==> src/design/plti_pkg.sv <==
// ----------------------------------------------------------------------------
// plti_pkg
// Shared types and codes for the piecewise-linear table interpolator.
// ----------------------------------------------------------------------------
package plti_pkg;

	localparam int PC_W = 7;

	typedef enum logic {
		CMD_LOAD  = 1'b0,
		CMD_QUERY = 1'b1
	} cmd_t;

	typedef enum logic [2:0] {
		ST_INTERP     = 3'd0,
		ST_LOW        = 3'd1,
		ST_HIGH       = 3'd2,
		ST_ZERO_WIDTH = 3'd3,
		ST_NO_SEGMENT = 3'd4
	} status_t;

	typedef struct packed {
		logic query;
		logic load;
	} op_t;

endpackage
// ----------------------------------------------------------------------------

==> src/design/plti_front.sv <==
// ----------------------------------------------------------------------------
// plti_front
// Accepts items, decodes them into load/query ops and holds them in a
// two-entry queue for the back end.
// ----------------------------------------------------------------------------
module plti_front #(
	parameter int TABLE_DEPTH = 64,
	parameter int VALUE_WIDTH = 32,
	localparam int IDX_W = $clog2(TABLE_DEPTH)
) (
	input  logic                   clk,
	input  logic                   arst_n,
	input  logic                   in_valid,
	output logic                   in_ready,
	input  logic                   cmd,
	input  logic [IDX_W-1:0]       entry_index,
	input  logic [VALUE_WIDTH-1:0] x_value,
	input  logic [VALUE_WIDTH-1:0] y_value,
	output logic                   q_valid,
	input  logic                   q_ready,
	output plti_pkg::op_t          q_op,
	output logic [IDX_W-1:0]       q_idx,
	output logic [VALUE_WIDTH-1:0] q_x,
	output logic [VALUE_WIDTH-1:0] q_y
);

	plti_pkg::op_t          op_q  [2];
	logic [IDX_W-1:0]       idx_q [2];
	logic [VALUE_WIDTH-1:0] x_q   [2];
	logic [VALUE_WIDTH-1:0] y_q   [2];
	logic                   wr_ptr_q;
	logic                   rd_ptr_q;
	logic [1:0]             cnt_q;
	plti_pkg::op_t          op_in;
	logic                   push;
	logic                   pop;

	always_comb begin
		op_in.query = (cmd == plti_pkg::CMD_QUERY);
		op_in.load  = (cmd == plti_pkg::CMD_LOAD) &&
			({1'b0, entry_index} < (IDX_W + 1)'(TABLE_DEPTH));
	end

	assign in_ready = (cnt_q != 2'd2);
	assign push     = in_valid && in_ready;
	assign q_valid  = (cnt_q != 2'd0);
	assign pop      = q_valid && q_ready;

	assign q_op  = op_q[rd_ptr_q];
	assign q_idx = idx_q[rd_ptr_q];
	assign q_x   = x_q[rd_ptr_q];
	assign q_y   = y_q[rd_ptr_q];

	always_ff @(posedge clk) begin
		if (push) begin
			op_q[wr_ptr_q]  <= op_in;
			idx_q[wr_ptr_q] <= entry_index;
			x_q[wr_ptr_q]   <= x_value;
			y_q[wr_ptr_q]   <= y_value;
		end
	end

	always_ff @(posedge clk or negedge arst_n) begin
		if (!arst_n) begin
			wr_ptr_q <= 1'b0;
			rd_ptr_q <= 1'b0;
			cnt_q    <= 2'd0;
		end else begin
			if (push) wr_ptr_q <= ~wr_ptr_q;
			if (pop)  rd_ptr_q <= ~rd_ptr_q;
			unique case ({push, pop})
				2'b10:   cnt_q <= cnt_q + 2'd1;
				2'b01:   cnt_q <= cnt_q - 2'd1;
				default: cnt_q <= cnt_q;
			endcase
		end
	end

endmodule
// ----------------------------------------------------------------------------

==> config.mk <==
export PLATFORM = sky130hd
export DESIGN_NAME = plti_front
export DESIGN_NICKNAME = d
export VERILOG_FILES = /design/src/design/plti_pkg.sv /design/src/design/plti_front.sv
export SDC_FILE = /design/constraint.sdc
export NUM_CORES = 1
export LEC_CHECK = 0
export ABC_CLOCK_PERIOD_IN_PS = 6800
export BUFFER_PORTS_ARGS = -buffer_cell sky130_fd_sc_hd__buf_2
export CORE_MARGIN = 4
export CORE_UTILIZATION = 29
export CTS_BUF_LIST = sky130_fd_sc_hd__clkbuf_8
export DETAILED_ROUTE_END_ITERATION = 10
export PLACE_DENSITY = 0.57
export SYNTH_ARGS = -nofsm -noshare
export SYNTH_HDL_FRONTEND = slang
export SYNTH_SLANG_ARGS = --single-unit
==> constraint.sdc <==
create_clock -name clk -period 6.8 [get_ports clk]
set_input_delay 1.36 -clock clk [delete_from_list [all_inputs] [get_ports clk]]
set_output_delay 1.36 -clock clk [all_outputs]
set_load 0.05 [all_outputs]
* Word level (Yosys, flattened, before mapping)
Memories as Yosys holds them, arrays and structs flattened.
Index checks and enable logic that the tools add are counted.
** Cells by class
- Mux-type cells :: 3
- Bitwise operators :: 3
- Equality and inequality tests :: 3
- Add/sub/neg operators :: 2
- Reductions and logical operators :: 4
** Operator list (number)
- case mux 2 bit (2 select lines) :: 1
- nonzero test 2 bit :: 2
- inverter 1 bit :: 3
- adder 2 x 1 -> 2 bit, second input constant :: 1
- equality test 2 x 1 -> 1 bit, second input constant :: 1
- equality test 2 bit, second input constant :: 1
- logical AND 1 bit :: 2
- 2-to-1 mux 1 bit :: 2
- != test 2 bit, second input constant :: 1
- subtractor 2 x 1 -> 2 bit, second input constant :: 1
** Storage, ports and cells
- Memories kept :: 4
- Output and inout port bits :: 74
- Input bits :: 75
- Bits in writable memories :: 144
- Register bits :: 4
- Logic and storage cells :: 22
** Memory list
- x_q :: depth 2, bits a word 32, rd ports 1, clocked after memory_dff 0, wr ports 1, line plti_front.sv:29 : logic [VALUE_WIDTH-1:0] x_q [2];
- y_q :: depth 2, bits a word 32, rd ports 1, clocked after memory_dff 0, wr ports 1, line plti_front.sv:30 : logic [VALUE_WIDTH-1:0] y_q [2];
- idx_q :: depth 2, bits a word 6, rd ports 1, clocked after memory_dff 0, wr ports 1, line plti_front.sv:28 : logic [IDX_W-1:0] idx_q [2];
- op_q :: depth 2, bits a word 2, rd ports 1, clocked after memory_dff 0, wr ports 1, line plti_front.sv:27 : plti_pkg::op_t op_q [2];

* Logic depth before layout (Yosys ltp)
Gate-level depths: netlist of the first run.
- Word-level depth :: 4
- Depth in mapped cells :: 6
- Depth with buffers taken out :: 6

* Worst setup path before layout of the first run
No wires, ideal clock.
- Path kind :: in2reg
- From :: input port in_valid
- To :: memory idx_q[0][0] (netlist bit), enable pin
- Slack :: 1812 ps
- Arrival time :: 4485 ps
- Setup time :: 503 ps
- Path buffers :: 0
- Stages :: 2
- Data required time :: 6297 ps
- Cell sequence :: nand2_1 nor2_1
** On the way
- Longest elaborated chain between the ends :: 3
** Ends and longest elaborated chain
- from (decl) :: line plti_front.sv:13 : input logic in_valid,
- logical AND 1 bit :: line plti_front.sv:45 : assign push = in_valid && in_ready;
- 2-to-1 mux 1 bit :: line plti_front.sv:55 : if (push) begin
- 2-to-1 mux 1 bit (not written as such) :: line plti_front.sv:57 : idx_q[wr_ptr_q] <= entry_index;
- to (decl) :: line plti_front.sv:28
No other way between the ends.

* Worst setup path in the final report of the first run
- From :: register rd_ptr_q
- To :: output port q_y[31]
** On the way
- Longest elaborated chain between the ends :: 1
** Ends and longest elaborated chain
- from (decl) :: line plti_front.sv:32 : logic rd_ptr_q;
- from (signal assigned) :: line plti_front.sv:70 : if (pop) rd_ptr_q <= ~rd_ptr_q;
- memory (2 x 32 bit)
- to (decl) :: line plti_front.sv:24 : output logic [VALUE_WIDTH-1:0] q_y
No other way between the ends.

==> metrics, run 1 <==
Routed Antenna Nets=0; vias per cell=~4.0; CTS Buf Count=17; critical-path maximum fanout=between 40 and 50; Slew @ Worst Pin=approximately 1.0 ns; largest net degree at the start of global routing=73; DRT Wirelength=10.58 mm; Fill cells=between 1500 and 2000; GPL Wtd Cong=roughly 0.67; Yosys top cell by area=edfxtp_1; # hold bufs at CTS=0; fin cells=681; Worst-path clk slew=0.07 ns; 1st-pass router iterations=4; Max clock buf depth=2; area share of the largest cell type after synthesis=0.7528; #FFs+latches synth=about 150; first-pass GRT wire length=approximately 16 mm; RSZ-0062 raised after global routing=false; Nets=roughly 480; post-detail-place hpwl=6.799 mm; slowest CP cell=dfrtp_4; PostCTS Resize Cnt=0; Syn Std Cell Area=between 5000 and 6000 sq um; Core Rows=between 50 and 60; CP peak stage delay=1.00 ns; Layout Utilization=0.3679; Core Box Area=~20000 sq um; crit share post-route=0.5924; die width=about 150 microns; final count of negative-setup-slack endpoints=0; pre-CTS setup slack=~3.1 ns; Worst Hold Class=reg -> reg; share of layout cells above drive strength 1=0.6178; DP Cell Count=between 600 and 700; gr ovfl total=0; Final Worst Setup Slack=~2.8 ns; DR WL/cell=between 15 and 20 microns; number of antenna diodes=0; H-Tree Depth=4; DR vias=roughly 2700; Worst Path Arrival=between 2 and 3 ns; port bufs=148; number of global-route vias before repair=3024; clock root buffer=clkbuf_8; Seq/Total Area, Yosys=0.7702; Fin Hold WS=0.5091 ns; syn_nets=around 320; synthesis-to-layout area growth=24.64%; Max-Cap Viols=0; Setup Total Neg Slack=0 ns; # IOs=149; Slew Limit Fails=0; Tmin final=4.028 ns; Rel. slew slack=0.3031; worst vdd ir=0.0002590 V; Worst path top cell family by delay=flip-flops; Crit Path Category=reg -> out; Req. time, crit path=roughly 5.4 ns; Post-Synthesis Cells=242; Avg Synthesized Cell Area=between 20 and 25 sq um; die span in y=148.7 microns; Initial Util=0.2951; Synth Warn #=0; DIE AREA=between 20000 and 25000 sq um; Seq. cell area=between 4000 and 5000 sq um; Sink Count=around 150; Post-CTS Setup Bufs=0; # DRC=0; leak pwr=approximately 2.8 nW; hold violation total from the final report=0; CP bufs+invs=2; initial antenna violation count=2; final worst clock skew=roughly 0.0097 ns; DRT iter0 DRCs=74; status=finished, final reports clean; CP Cell Sequence=buf_4, mux2_2, buf_2; Worst-Skew Late Latency=0.43 ns; Synth area leaders=edfxtp_1 75%, mux2_4 18%, buf_12 2.4%; power per cell area=slightly above 500 nW/um^2; area of the multi-input gates=1177 sq um; CTS tree=done; CP Capture Type=output port; achievable frequency=roughly 250 MHz; CP Launch Type=flop; Synth cell types=16; Tot GR Track Use=0.09683
-- layout make-up --
| type | instances | share of cell area |
|---|---|---|
| flip-flops and latches | 148 | 0.6185 |
| clock buffers | 17 | 0.03268 |
| repair buffers | 150 | 0.1056 |
| inverters | 1 | 0.0005243 |
| clock inverters | 15 | 0.03198 |
| multi-input cells | 85 | 0.1645 |
| well taps | 265 | 0.04631 |
-- per-layer routing --
layer	part of all wire	global-route usage	up-vias
li1	-	-	1276
met1	0.41	0.1087	1340
met2	0.49	0.1619	96
met3	0.086	0.04588	12
met4	0.013	0.03478	4
met5	0.0022	0	-
-- per-stage QoR --
| step | power (W) | instance area (sq um) |
|---|---|---|
| finish | 0.003696 | 7159 |
| detailed placement | 0.002962 | 6696 |
| global route | 0.003872 | 7159 |
| CTS | 0.003768 | 7159 |
| floorplan | 0.002729 | 5744 |
| global placement | 0.002945 | 6696 |
-- cells in the mapped netlist --
library cell / n
and2_4: 1
and3_1: 1
buf_12: 7
buf_6: 1
dfrtp_1: 4
edfxtp_1: 144
ha_1: 1
inv_1: 1
mux2_2: 3
mux2_4: 69
nand2_1: 1
nand2b_1: 1
nor2_1: 2
or2_1: 1
xnor2_1: 3
xor2_1: 2
-- cells by family (layout without fill, tap and decap cells) --
logic type | count (synthesis) | after routing | synth area share
flops | 148 | 148 | 0.7702
mux | 72 | 72 | 0.1862
buf+inv | 9 | 183 | 0.02701
simple gates | 7 | 7 | 0.006755
xor+xnor | 5 | 5 | 0.007625
fa+ha+maj | 1 | 1 | 0.002178
-- state kept, by name (all words and copies together), names as in the netlist --
name,cells
x_q,64
y_q,64
idx_q,12
op_q,4
cnt_q,2
rd_ptr_q,1
wr_ptr_q,1
-- cell usage in the layout (no fill, tap or decap) --
cell type,netlist,layout
and2_4,1,1
and3_4,0,1
buf_2,0,148
buf_4,0,2
bufinv_16,0,5
clkbuf_8,0,17
clkinv_2,0,1
clkinvlp_4,0,4
dfrtp_1,4,3
dfrtp_4,0,1
edfxtp_1,144,144
ha_1,1,1
inv_1,1,2
inv_6,0,2
inv_8,0,2
mux2_2,3,3
mux2_4,69,69
nand2_1,1,1
nand2b_1,1,1
nor2_1,2,1
nor2_4,0,1
or2_1,1,1
xnor2_1,3,3
xor2_1,2,2
-- where the power goes --
group          internal, W  leakage [nW]  switching (W)
clock             0.000442         0.224       0.000349
sequential         0.00125          1.38       0.000127
combinational     0.000498          1.22        0.00103
-- path summary, 6_finish.rpt --
| kind | startpoint | cells past startpoint | endpoint | slack [ns] |
|---|---|---|---|---|
| min in group asynchronous | arst_n | 1 | wr_ptr_q | 0.72 |
| max in group asynchronous | arst_n | 1 | rd_ptr_q | 5.94 |
| min | cnt_q[1] | 1 | cnt_q[1] | 0.51 |
| min reg2reg | cnt_q[1] | 1 | cnt_q[1] | 0.51 |
| max reg2reg | cnt_q[0] | 4 | y_q[0][9] | 4.25 |
| max | rd_ptr_q | 3 | q_y[31] | 2.77 |
No activity file was read; power rests on OpenSTA's default activity.
==> run 2: changes to the inputs <==
- ABC_CLOCK_PERIOD_IN_PS: 6800 -> 3850
- clock period: 6.8 -> 3.85 ns (I/O delays scaled with it)
==> metrics, run 2 (synthesized netlist as in run 1, its figures left out) <==
CTS tree=done (unchanged); Critical Path Sink=q_x[21] (was q_y[31]); Tmin final=roughly 3.0 ns; number of antenna diodes=0 (unchanged); Worst path top cell family by delay=flip-flops (unchanged); slowest CP cell=dfrtp_4 (unchanged); CP Cell Sequence=buf_12, mux2_4, buf_2 (was buf_4, mux2_2, buf_2); top flop regs=x_q (64), y_q (64), idx_q (12) (unchanged); Worst Hold Class=in -> async (was reg -> reg); CP Capture Type=output port (unchanged); Max-Cap Viols=0 (unchanged); vias per cell=3.974 (was 4.006); CP peak stage delay=0.85 ns (was 1.00 ns); sw power=0.002632 W (was 0.001507 W); DIE AREA=22120 sq um (unchanged); GPL Wtd Cong=0.6808 (was 0.6681); clock root buffer=clkbuf_8 (unchanged); share of layout cells above drive strength 1=0.6187 (was 0.6178); RSZ-0062 raised after global routing=false (unchanged); largest net degree at the start of global routing=73 (unchanged); power per cell area=912.4 nW/um^2 (was 516.3 nW/um^2); DR vias=2710 (was 2728); worst r2r path cells=2 (was 4); DRT iter0 DRCs=64 (was 74); Flop pwr share=0.366 (was 0.372); Seq. cell area=4428 sq um (unchanged); switch share=0.4004 (was 0.4077); Initial Util=0.2951 (unchanged); post-detail-place hpwl=6.904 mm (was 6.799 mm); leak pwr=2.849 nW (was 2.825 nW); crit share post-route=0.7826; Worst Path Arrival=2.24 ns (was 2.67 ns); Tot GR Track Use=0.09604 (was 0.09683); Post-CTS Setup Bufs=0 (unchanged); Worst-Skew Late Latency=0.43 ns (about the same); Rel. slew slack=0.3048 (was 0.3031); part of the power in combinational logic=0.416 (was 0.414); final worst clock skew=0.008872 ns (was 0.009696 ns); first-pass GRT wire length=15.96 mm (was 15.97 mm); hold violation total from the final report=0 (unchanged); gr ovfl total=0 (unchanged); achievable frequency=roughly 330 MHz; Fill cells=1839 (was 1846); DR WL/cell=15.28 microns (was 15.54 microns); die width=148.7 microns (unchanged); H-Tree Depth=4 (unchanged); area of the multi-input gates=1177 sq um (unchanged); Core Box Area=19460 sq um (unchanged); reg-to-reg slack, setup=1.93 ns (was 4.25 ns); die span in y=148.7 microns (unchanged); final count of negative-setup-slack endpoints=0 (unchanged); port bufs=148 (unchanged); pre-CTS setup slack=1.246 ns (was 3.149 ns); # DRC=0 (unchanged); Routed Antenna Nets=0 (unchanged); Critical Path Stages=3 (unchanged); PostCTS Resize Cnt=0 (unchanged); Nets=480 (was 479); CTS Buf Count=17 (unchanged); CP bufs+invs=2 (unchanged); total internal power=0.003940 W (was 0.002189 W); Slew @ Worst Pin=1.043 ns (was 1.045 ns); Max clock buf depth=2 (unchanged); status=finished, final reports clean (unchanged); Critical Path Start=rd_ptr_q (unchanged); worst vdd ir=0.0005958 V (was 0.0002590 V); Sink Count=148 (unchanged); Core Rows=51 (unchanged); worst reg2reg path endpoint=x_q[1][30] (was y_q[0][9]); Setup Total Neg Slack=0 ns (unchanged); Worst-path clk slew=0.08 ns (was 0.07 ns); DRT Wirelength=10.42 mm (was 10.58 mm); Crit Path Category=reg -> out (unchanged); critical-path maximum fanout=39 (was 45); RR Startpoint=cnt_q[0] (unchanged); most common cell after layout, fill and taps aside=buf_2 (unchanged); synthesis-to-layout area growth=25.40% (was 24.64%); number of global-route vias before repair=3028 (was 3024); Final Worst Setup Slack=0.8371 ns (was 2.772 ns); # hold bufs at CTS=0 (unchanged); Req. time, crit path=3.08 ns (was 5.44 ns); CP Launch Type=flop (unchanged); most frequent cells in the layout=148 x buf_2, 144 x edfxtp_1, 69 x mux2_4 (unchanged); clock network power share=0.218 (was 0.214); initial antenna violation count=0 (was 2); 1st-pass router iterations=4 (unchanged); # IOs=149 (unchanged); Slew Limit Fails=0 (unchanged)
[run 2: changes by cell type in the layout (fill, tap and decap cells not counted)]
cell        delta
buf_12         +1
inv_8          -2
clkinv_4       +5
bufinv_16      +1
clkinv_2       -1
clkinvlp_4     -3
inv_1          -1
clkinv_1       +1
[run 2: routing by layer]
layer,vias up,global-route usage,wire (microns)
met5,-,0,0
met4,0,0.03570,107
met3,8,0.04588,842
met2,91,0.1534,5109
met1,1338,0.1132,4360
li1,1273,-,-
[run 2: cell type report]
| type | instances | area share |
|---|---|---|
| Inverter | 1 | 0.0005211 |
| Timing Repair Buffer | 151 | 0.1077 |
| Clock inverter | 15 | 0.03509 |
| Tap cell | 265 | 0.04603 |
| Multi-Input combinational cell | 85 | 0.1635 |
| Sequential cell | 148 | 0.6147 |
| Clock buffer | 17 | 0.03248 |
[run 2: metrics by stage]
stage	util	instance area [sq um]	hold WS [ns]	std cells	power, W
5_1_grt	0.3701	7203	0.07154	682	0.006878
4_1_cts	0.3701	7203	0.07641	682	0.006691
2_1_floorplan	-	5747	0.4564	242	0.004812
3_5_place_dp	0.3451	6716	0.4951	650	0.005233
6_report	0.3701	7203	0.1287	682	0.006572
3_3_place_gp	0.3451	6716	0.4714	650	0.005199
[run 2: worst min-delay path by stage]
stage / slack (ns) / cells after the start / endpoint
3_3_place_gp: 0.47 / 1 / cnt_q[1]
6_report: 0.13 / 1 / rd_ptr_q
2_1_floorplan: 0.46 / 1 / cnt_q[1]
4_1_cts: 0.08 / 1 / rd_ptr_q
3_5_place_dp: 0.50 / 1 / cnt_q[1]
5_1_grt: 0.07 / 1 / rd_ptr_q
[run 2: power by group through the flow]
stage	Combinational, W	Sequential [W]	Clock [W]
2_1_floorplan	0.00248	0.00233	0
3_3_place_gp	0.00277	0.00243	0
3_5_place_dp	0.00278	0.00245	0
4_1_cts	0.00278	0.00241	0.00149
5_1_grt	0.00287	0.00245	0.00156
6_report	0.00274	0.00240	0.00143
